## src/hw/rtl/ft8qs_pkg.sv

```systemverilog
// Shared types and constants for the FT8 contact sequencer.
`timescale 1ns / 1ps

package ft8qs_pkg;

  // Retry cap loaded on phases that repeat their message
  localparam logic [2:0] MaxRetries = 3'd5;

  // Operation codes carried in tuser
  localparam logic [2:0] OP_START_CQ    = 3'd0;
  localparam logic [2:0] OP_START_REPLY = 3'd1;
  localparam logic [2:0] OP_DECODE      = 3'd2;
  localparam logic [2:0] OP_FETCH       = 3'd3;
  localparam logic [2:0] OP_TICK        = 3'd4;

  // Message kinds
  typedef enum logic [2:0] {
    KIND_NONE    = 3'd0,
    KIND_GRID    = 3'd1,
    KIND_REPORT  = 3'd2,
    KIND_RREPORT = 3'd3,
    KIND_RR73    = 3'd4,
    KIND_73      = 3'd5,
    KIND_CQ      = 3'd6
  } kind_e;

  // Contact phase, one-hot
  typedef enum logic [6:0] {
    PH_IDLE         = 7'b0000001,
    PH_REPLYING     = 7'b0000010,
    PH_REPORT       = 7'b0000100,
    PH_ROGER_REPORT = 7'b0001000,
    PH_ROGERS       = 7'b0010000,
    PH_SIGNOFF      = 7'b0100000,
    PH_CALLING      = 7'b1000000
  } phase_e;

  // Output codes for the phase
  localparam logic [2:0] PHC_IDLE         = 3'd0;
  localparam logic [2:0] PHC_REPLYING     = 3'd1;
  localparam logic [2:0] PHC_REPORT       = 3'd2;
  localparam logic [2:0] PHC_ROGER_REPORT = 3'd3;
  localparam logic [2:0] PHC_ROGERS       = 3'd4;
  localparam logic [2:0] PHC_SIGNOFF      = 3'd5;
  localparam logic [2:0] PHC_CALLING      = 3'd6;

  // Sequencer state
  typedef struct packed {
    phase_e             phase;
    kind_e              pending;
    logic [2:0]         retry_count;
    logic [2:0]         retry_cap;
    logic [27:0]        partner;
    logic signed [6:0]  rpt_send;
    logic signed [6:0]  rpt_heard;
    logic               logged;
  } state_t;

  // One input item
  typedef struct packed {
    logic [2:0]         op;
    logic [27:0]        to_call;
    logic [27:0]        from_call;
    logic signed [6:0]  heard_snr;
    logic signed [6:0]  their_report;
    logic               is_grid;
    logic [31:0]        third_field;
  } item_t;

  // One result item
  typedef struct packed {
    logic               tx_wanted;
    kind_e              tx_kind;
    logic [27:0]        partner_call;
    logic signed [6:0]  sent_report;
    logic signed [6:0]  partner_report;
    logic               log_request;
    logic [2:0]         phase_now;
  } result_t;

endpackage

```

## src/hw/rtl/ft8qs_step.sv

```systemverilog
// Next-state and result logic for one sequencer item.
`timescale 1ns / 1ps

module ft8qs_step (
  input  ft8qs_pkg::state_t  state_i,
  input  logic [27:0]        my_call_i,
  input  ft8qs_pkg::item_t   item_i,
  output ft8qs_pkg::state_t  state_o,
  output ft8qs_pkg::result_t result_o
);
  import ft8qs_pkg::*;

  // Third-field text patterns
  localparam logic [15:0] Txt73   = 16'h3733;
  localparam logic [31:0] TxtRr73 = 32'h52523733;
  localparam logic [23:0] TxtRrr  = 24'h525252;
  localparam logic [7:0]  TxtR    = 8'h52;

  function automatic kind_e classify(input logic grid, input logic [31:0] text);
    kind_e k;
    if (grid)                    k = KIND_GRID;
    else if (text[31:16] == Txt73) k = KIND_73;
    else if (text == TxtRr73)    k = KIND_RR73;
    else if (text[31:8] == TxtRrr) k = KIND_RR73;
    else if (text[31:24] == TxtR) k = KIND_RREPORT;
    else                         k = KIND_REPORT;
    return k;
  endfunction

  function automatic state_t enter(input state_t s, input phase_e ph, input kind_e k,
                                   input logic [2:0] cap);
    state_t r;
    r             = s;
    r.phase       = ph;
    r.pending     = k;
    r.retry_count = 3'd0;
    r.retry_cap   = cap;
    return r;
  endfunction

  kind_e  kind;
  kind_e  again;
  logic   gated;
  logic   addr_ok;
  logic   is_end;
  state_t nx;

  assign kind   = classify(item_i.is_grid, item_i.third_field);
  assign gated  = (state_i.phase == PH_REPLYING) || (state_i.phase == PH_REPORT) ||
                  (state_i.phase == PH_ROGER_REPORT);
  assign addr_ok = (item_i.to_call == my_call_i) &&
                   !(gated && (item_i.from_call != state_i.partner));
  assign is_end = (kind == KIND_RR73) || (kind == KIND_73);

  // Message to repeat on a tick, per phase
  always_comb begin
    case (state_i.phase)
      PH_REPLYING:     again = KIND_GRID;
      PH_REPORT:       again = KIND_REPORT;
      PH_ROGER_REPORT: again = KIND_RREPORT;
      PH_ROGERS:       again = KIND_RR73;
      PH_SIGNOFF:      again = KIND_73;
      default:         again = KIND_NONE;
    endcase
  end

  // Main step
  always_comb begin
    nx                 = state_i;
    result_o.tx_wanted = 1'b0;
    result_o.log_request = 1'b0;
    result_o.tx_kind   = KIND_NONE;
    case (item_i.op)
      OP_START_CQ: nx = enter(state_i, PH_CALLING, KIND_CQ, 3'd0);
      OP_START_REPLY: begin
        nx         = state_i;
        nx.partner = item_i.from_call;
        nx         = enter(nx, PH_REPLYING, KIND_GRID, MaxRetries);
      end
      OP_DECODE: begin
        if (addr_ok) begin
          nx.partner  = item_i.from_call;
          nx.rpt_send = item_i.heard_snr;
          if ((kind == KIND_REPORT) || (kind == KIND_RREPORT)) begin
            nx.rpt_heard = item_i.their_report;
          end
          case (state_i.phase)
            PH_CALLING: begin
              if (kind == KIND_GRID) begin
                nx = enter(nx, PH_REPORT, KIND_REPORT, MaxRetries);
                result_o.tx_wanted = 1'b1;
              end else if (kind == KIND_REPORT) begin
                nx = enter(nx, PH_ROGER_REPORT, KIND_RREPORT, MaxRetries);
                result_o.tx_wanted = 1'b1;
              end else if (kind == KIND_RREPORT) begin
                nx = enter(nx, PH_ROGERS, KIND_RR73, MaxRetries);
                result_o.tx_wanted = 1'b1;
              end
            end
            PH_REPLYING: begin
              if (kind == KIND_REPORT) begin
                nx = enter(nx, PH_ROGER_REPORT, KIND_RREPORT, MaxRetries);
                result_o.tx_wanted = 1'b1;
              end else if (kind == KIND_RREPORT) begin
                nx = enter(nx, PH_ROGERS, KIND_RR73, MaxRetries);
                result_o.tx_wanted = 1'b1;
              end else if (is_end) begin
                nx = enter(nx, PH_SIGNOFF, KIND_73, 3'd0);
                result_o.tx_wanted = 1'b1;
              end
            end
            PH_REPORT: begin
              if (kind == KIND_RREPORT) begin
                nx = enter(nx, PH_ROGERS, KIND_RR73, MaxRetries);
                result_o.tx_wanted = 1'b1;
              end else if (is_end) begin
                nx = enter(nx, PH_SIGNOFF, KIND_73, 3'd0);
                result_o.tx_wanted = 1'b1;
              end
            end
            PH_ROGER_REPORT: begin
              if (is_end) begin
                nx = enter(nx, PH_SIGNOFF, KIND_73, 3'd0);
                result_o.tx_wanted = 1'b1;
              end
            end
            PH_ROGERS: begin
              if (is_end) nx = enter(nx, PH_IDLE, KIND_NONE, 3'd0);
            end
            PH_SIGNOFF: begin
              if (kind != KIND_RR73) nx = enter(nx, PH_IDLE, KIND_NONE, 3'd0);
            end
            default: ;
          endcase
        end
      end
      OP_FETCH: begin
        if (state_i.pending != KIND_NONE) begin
          result_o.tx_wanted = 1'b1;
          // log once per contact on the closing messages
          if (((state_i.pending == KIND_RR73) || (state_i.pending == KIND_73)) &&
              !state_i.logged) begin
            result_o.log_request = 1'b1;
            nx.logged = 1'b1;
          end
          if (!((state_i.retry_cap != 3'd0) &&
                (state_i.retry_count < state_i.retry_cap))) begin
            if (state_i.retry_cap != 3'd0) nx.phase = PH_SIGNOFF;
            nx.pending = KIND_NONE;
            nx.logged  = 1'b0;
          end
        end
      end
      OP_TICK: begin
        if ((state_i.pending != KIND_NONE) && (again != KIND_NONE)) begin
          if (state_i.retry_count < state_i.retry_cap) begin
            nx.pending     = again;
            nx.retry_count = state_i.retry_count + 3'd1;
          end else if ((state_i.phase == PH_ROGERS) || (state_i.phase == PH_SIGNOFF)) begin
            nx.phase   = PH_IDLE;
            nx.pending = KIND_NONE;
            nx.logged  = 1'b0;
          end else begin
            nx.phase   = PH_SIGNOFF;
            nx.pending = KIND_73;
          end
        end
      end
      default: ;
    endcase
    // fetch reports the kind handed out, others the kind left pending
    result_o.tx_kind = (item_i.op == OP_FETCH) ? state_i.pending : nx.pending;

    // Result fields taken from the new state
    result_o.partner_call   = nx.partner;
    result_o.sent_report    = nx.rpt_send;
    result_o.partner_report = nx.rpt_heard;
    case (nx.phase)
      PH_IDLE:         result_o.phase_now = PHC_IDLE;
      PH_REPLYING:     result_o.phase_now = PHC_REPLYING;
      PH_REPORT:       result_o.phase_now = PHC_REPORT;
      PH_ROGER_REPORT: result_o.phase_now = PHC_ROGER_REPORT;
      PH_ROGERS:       result_o.phase_now = PHC_ROGERS;
      PH_SIGNOFF:      result_o.phase_now = PHC_SIGNOFF;
      PH_CALLING:      result_o.phase_now = PHC_CALLING;
      default:         result_o.phase_now = PHC_IDLE;
    endcase
  end

  assign state_o = nx;

endmodule

```

## src/hw/rtl/ft8_qso_auto_sequencer.sv

```systemverilog
// FT8 contact sequencer: top level with input and result registers.
// The result is registered: an accepted item passes the input register, then the result
// register, and moves on only when the result register is free or being taken.
// Throughput: one item per cycle while results are taken; one ft8qs_step pass per update.
// While a result waits, one more item is taken into the input register, then input stalls.
// Reset (rst_ni low, asynchronous): phase idle, nothing pending, counters, partner,
// reports, log flag and my_call cleared; both register stages empty.
`timescale 1ns / 1ps

module ft8_qso_auto_sequencer (
  input  logic          clk_i,
  input  logic          rst_ni,
  // configuration: my_call
  input  logic          cfg_we_i,
  input  logic [27:0]   cfg_wdata_i,
  // input items
  input  logic          s_axis_tvalid,
  output logic          s_axis_tready,
  // to_call[27:0], from_call[55:28], heard_snr[62:56], their_report[69:63],
  // third_field[101:70], zero pad[103:102]
  input  logic [103:0]  s_axis_tdata,
  // operation[2:0], is_grid_message[3]
  input  logic [3:0]    s_axis_tuser,
  // result items
  output logic          m_axis_tvalid,
  input  logic          m_axis_tready,
  // tx_wanted[0], partner_call[28:1], sent_report[35:29], partner_report[42:36],
  // log_request[43], phase_now[46:44], zero pad[47]
  output logic [47:0]   m_axis_tdata,
  // tx_kind[2:0]
  output logic [2:0]    m_axis_tuser
);
  import ft8qs_pkg::*;

  logic        in_valid_q;
  item_t       item_q;
  logic        out_valid_q;
  result_t     res_q;
  state_t      state_q, state_d;
  result_t     res_d;
  logic [27:0] my_call_q;
  logic        advance;
  logic        fire_in;

  assign advance       = !out_valid_q || m_axis_tready;
  assign s_axis_tready = !in_valid_q || advance;
  assign fire_in       = s_axis_tvalid && s_axis_tready;

  // Configuration register
  always_ff @(posedge clk_i or negedge rst_ni) begin
    if (!rst_ni) begin
      my_call_q <= '0;
    end else if (cfg_we_i) begin
      my_call_q <= cfg_wdata_i;
    end
  end

  // Stage valids
  always_ff @(posedge clk_i or negedge rst_ni) begin
    if (!rst_ni) begin
      in_valid_q  <= 1'b0;
      out_valid_q <= 1'b0;
    end else begin
      if (fire_in)      in_valid_q <= 1'b1;
      else if (advance) in_valid_q <= 1'b0;
      if (advance)      out_valid_q <= in_valid_q;
    end
  end

  // Input item register
  always_ff @(posedge clk_i) begin
    if (fire_in) begin
      item_q.op           <= s_axis_tuser[2:0];
      item_q.is_grid      <= s_axis_tuser[3];
      item_q.to_call      <= s_axis_tdata[27:0];
      item_q.from_call    <= s_axis_tdata[55:28];
      item_q.heard_snr    <= s_axis_tdata[62:56];
      item_q.their_report <= s_axis_tdata[69:63];
      item_q.third_field  <= s_axis_tdata[101:70];
    end
  end

  ft8qs_step u_step (
    .state_i  (state_q),
    .my_call_i(my_call_q),
    .item_i   (item_q),
    .state_o  (state_d),
    .result_o (res_d)
  );

  // Sequencer state, updated as the item moves to the result register
  always_ff @(posedge clk_i or negedge rst_ni) begin
    if (!rst_ni) begin
      state_q.phase       <= PH_IDLE;
      state_q.pending     <= KIND_NONE;
      state_q.retry_count <= 3'd0;
      state_q.retry_cap   <= 3'd0;
      state_q.partner     <= '0;
      state_q.rpt_send    <= '0;
      state_q.rpt_heard   <= '0;
      state_q.logged      <= 1'b0;
    end else if (advance && in_valid_q) begin
      state_q <= state_d;
    end
  end

  // Result register
  always_ff @(posedge clk_i) begin
    if (advance && in_valid_q) begin
      res_q <= res_d;
    end
  end

  assign m_axis_tvalid = out_valid_q;
  assign m_axis_tuser  = res_q.tx_kind;
  assign m_axis_tdata  = {1'b0, res_q.phase_now, res_q.log_request, res_q.partner_report,
                          res_q.sent_report, res_q.partner_call, res_q.tx_wanted};

endmodule

```

## config.mk

```make
export PLATFORM = sky130hd
export DESIGN_NAME = ft8_qso_auto_sequencer
export DESIGN_NICKNAME = d
export VERILOG_FILES = /design/src/hw/rtl/ft8qs_pkg.sv /design/src/hw/rtl/ft8qs_step.sv /design/src/hw/rtl/ft8_qso_auto_sequencer.sv
export SDC_FILE = /design/constraint.sdc
export NUM_CORES = 1
export LEC_CHECK = 0
export ABC_AREA = 1
export CORE_MARGIN = 2
export CORE_UTILIZATION = 55
export CTS_CLUSTER_DIAMETER = 30
export DETAILED_ROUTE_END_ITERATION = 6
export DONT_BUFFER_PORTS = 1
export PLACE_DENSITY = 0.73
export SETUP_SLACK_MARGIN = 0.4
export SKIP_LAST_GASP = 1
export SLEW_MARGIN = 20
export SYNTH_ARGS = -nofsm -noshare
export SYNTH_HDL_FRONTEND = slang
export SYNTH_SLANG_ARGS = --single-unit
```

## constraint.sdc

```tcl
create_clock -name clk_i -period 2.9 [get_ports clk_i]
set_clock_uncertainty 0.15 [all_clocks]
set_input_delay 0.145 -clock clk_i [delete_from_list [all_inputs] [get_ports clk_i]]
set_output_delay 0.145 -clock clk_i [all_outputs]
set_load 0.01 [all_outputs]
```

==> impl_results.md <==
- Status: completed
- Die X: 150.0 um
- R2R Setup Slk: 0.14 ns
- Clock Sinks: 245
- Max_cap viols: 0
- Storage cell area: 6913 sq um
- Post-Syn Area: 11720 sq um
- Max transition margin: 0.5548
- CTS root buf: clkbuf_16
- Max Freq: 362.0 MHz
- Vias in the first global route: 9995
- DR vias/cell: 5.607
- Reg2reg start: item_q[49]
- Port buffer count: 0
- R2R cell count: 17
- Critical path peak fanout: 7
- FF+latch count, synth: 245
- Core footprint: 20960 sq um
- Final worst path period share: 0.9525
- Simple-gate share of the synthesized area: 0.2113
- Routed via count: 9970
- Wirelength per Cell: 19.84 um
- Combinational family with the most area after synthesis: simple AND/OR/NAND/NOR gates
- Critical path type: flop to flop
- Netlist cell types: 50
- Critical Path AT: 3.01 ns
- TNS Setup: 0 ns
- RSZ-0062 raised after global routing: yes
- Post-DRT Antenna Nets: 0
- CP required: 3.15 ns
- CP startpoint kind: flop
- Area delta synth->final: 43.67%
- Multiplexer area fraction after synthesis: 0.02114
- Clk buf depth: 3
- DRC: 0
- RD Place Congestion: 0.9745
- Syn Inst Count: 1203
- Global-route wire length before repair: 52.19 mm
- GR Util All Layers: 0.3020
- Final Hold Fails: 0
- Placed Instances: 1474
- Reg-to-reg endpoint: state_q[23]
- GR Overflow Total: 0
- Share of layout cells above drive strength 1: 0.2510
- Final setup viols: 0
- Hold crit path type: input pin to async pin
- Pins Over Slew Limit: 0
- Filler cells: 1171
- WL final: 35.28 mm
- Die Ht: 150.0 um
- Top Ports: 194
- DP HPWL: 18.29 mm
- Multi-input gate area: 4718 sq um
- Max VDD drop: 0.6807 mV
- Nets@finish: 1606
- DIE AREA: 22490 sq um
- Leak: 7.025 nW
- Sequential element share of the synthesized area: 0.5900
- Least-Margin Pin Slew: 0.6678 ns
- H-tree levels: 2
- Clock Pin Slew Worst Setup and Hold Paths: 0.05 ns
- CTS tree: yes
- Synth Area in Compound Gates: 0.08340
- Initial antenna violation count: 1
- Xor-xnor portion of the synthesized cell area: 0.02242
- Crit end category: flop
- Post-synthesis area per instance: 9.740 sq um
- Starting Density: 0.5592
- Cts bufs inserted: 48
- Pwr/cell area: 849.4 nW/um^2
- Adder-Cell Fraction of Synth Area: 0.003203
- Final min period: 2.762 ns
- DRT Pass-1 Iters: 5
- Clock Latency Late Sink: 0.55 ns
- Mapped Nets: 1347
- First-iteration detailed-routing DRC count: 764
- Synthesis Warnings: 0
- Rows: 53
- Final std cells w/o fill: 1778
- Largest net degree at the start of global routing: 90
cells in the final DEF (no fill, tap or decap), types with 4 or more instances in the layout:
cell / netlist / final
nand2_1: 304 / 276
inv_2: 12 / 16
buf_4: 1 / 51
nand3_1: 53 / 27
o22ai_1: 4 / 4
inv_1: 154 / 145
bufinv_16: 0 / 9
o21ai_0: 84 / 43
a21oi_1: 17 / 11
nand3_2: 24 / 37
clkinv_2: 0 / 7
or2_2: 4 / 4
clkinvlp_4: 0 / 5
edfxtp_1: 156 / 156
o21ai_2: 28 / 20
xor2_1: 14 / 13
nor2_2: 6 / 17
clkbuf_8: 0 / 4
nand4_1: 6 / 6
buf_12: 0 / 6
clkbuf_1: 12 / 7
clkbuf_16: 0 / 52
nor2_4: 4 / 11
o21ai_4: 0 / 14
nand2_4: 2 / 8
nand3_4: 1 / 14
nor3_4: 1 / 5
o21ai_1: 5 / 40
xnor2_2: 0 / 4
nand2_2: 7 / 28
nor2_1: 109 / 91
mux2_2: 22 / 22
nor3_1: 18 / 14
dfrtp_1: 88 / 88
buf_16: 0 / 5
inv_6: 0 / 6
dlygate4sd3_1: 0 / 171
xnor2_1: 16 / 12
a21oi_2: 2 / 8
cells in the mapped netlist, drive strengths merged:
cell	number	share of area
o211ai	1	0.00064
inv	167	0.054
a21oi	19	0.0088
o31ai	5	0.0032
nor2	121	0.045
o221ai	1	0.00075
nand3b	3	0.0019
or2	4	0.0021
nor4	2	0.0011
clkbuf	12	0.0038
a211oi	2	0.0013
xor2	14	0.010
o21ai	117	0.059
buf	17	0.011
nor3	20	0.0099
ha	3	0.0032
a221oi	2	0.0015
xnor2	16	0.012
a21o	1	0.00064
edfxtp	156	0.40
a31oi	2	0.0011
nand4	6	0.0032
nand3	78	0.045
mux2	22	0.021
dfstp	1	0.0022
conb	1	0.00032
o2111ai	3	0.0022
dfrtp	88	0.19
o22ai	4	0.0021
nand2	313	0.10
o21bai	2	0.0022
power by group:
group	switching (mW)	total, mW	internal, mW
combinational	1.97	3.25	1.28
sequential	0.498	5.05	4.55
clock	1.92	6.00	4.08
total	4.39	14.3	9.91
flip-flops by register name, indices dropped and copies added, names as in the netlist:
signal	count
m_axis_tdata	47
in_valid_q	1
item_q	106
m_axis_tuser	3
state_q	59
m_axis_tvalid	1
my_call_q	28
per-layer routing:
layer	vias to the layer above	part of all wire	routed length [um]	GRT usage
li1	4521	-	-	-
met1	4807	0.38	13490	0.3651
met2	528	0.51	17860	0.5260
met3	114	0.077	2703	0.06402
met4	0	0.035	1228	0.1241
met5	-	0	0	0
final cells by class:
type                            instances  share of cell area
Clock buffer                           61             0.07915
Inverter                              167             0.03880
Timing Repair Buffer                  238              0.1447
Tap cell                              275             0.02044
Sequential cell                       245              0.4106
Multi-Input combinational cell        762              0.2803
Antenna cell                            1           0.0001486
Clock inverter                         29             0.02586
cell families (layout without fill, tap and decap cells):
kind of cell             after synthesis  after routing
AND/OR/NAND/NOR                      547            547
buffers and inverters                196            495
AO/OA/AOI/OAI                        159            159
adder cells (fa/ha/maj)                3              3
flip-flops                           245            245
multiplexers                          22             22
XOR/XNOR                              30             30
other                                  1              2
stage by stage:
stage	power, mW	hold WS (ns)	area [sq um]	util	setup WS [ns]
final	14.30	0.05283	16830	0.8034	0.1379
after global routing	14.89	0.06453	16830	0.8034	0.03737
after CTS	13.79	0.05342	16160	0.7713	0.3035
after detailed placement	7.346	-0.2978	12140	0.5795	0.1737
after global placement	7.249	-0.2976	12140	0.5795	0.1673
after floorplan	6.754	-0.3006	11730	-	0.1604
repair_timing:
item / 4_1_cts / 5_1_grt
setup endpoints to repair: 85 / 105
hold buffers: 173 / 0
pin swaps: 28 / 39
setup buffers: 21 / 13
gates resized for setup: 67 / 143
hold endpoints to repair: 229 / 0
gates cloned: 4 / 2
critical path, cell delays in order (launching register included):
cell	delay, ns
edfxtp_1	0.41
inv_1	0.10
nand2_1	0.12
nand2_1	0.08
nor2_1	0.11
nand2_1	0.09
nor2_2	0.18
nand2_2	0.10
o21bai_4	0.23
nand2_4	0.16
nor2_8	0.16
inv_8	0.05
nand2_8	0.13
buf_12	0.14
clkbuf_16	0.18
o21ai_4	0.06
nand2_1	0.08
o21ai_1	0.09
worst max-delay path by stage:
stage / slack (ns) / end / cells past startpoint / from
finish: 0.14 / state_q[23] / 17 / item_q[49]
global route: 0.04 / m_axis_tdata[44] / 18 / state_q[21]
CTS: 0.30 / m_axis_tdata[45] / 18 / state_q[55]
detailed placement: 0.17 / state_q[17] / 15 / my_call_q[10]
global placement: 0.17 / m_axis_tdata[45] / 20 / item_q[17]
floorplan: 0.16 / item_q[0] / 3 / m_axis_tvalid
Note: power is estimated with default switching activity, not from simulation.
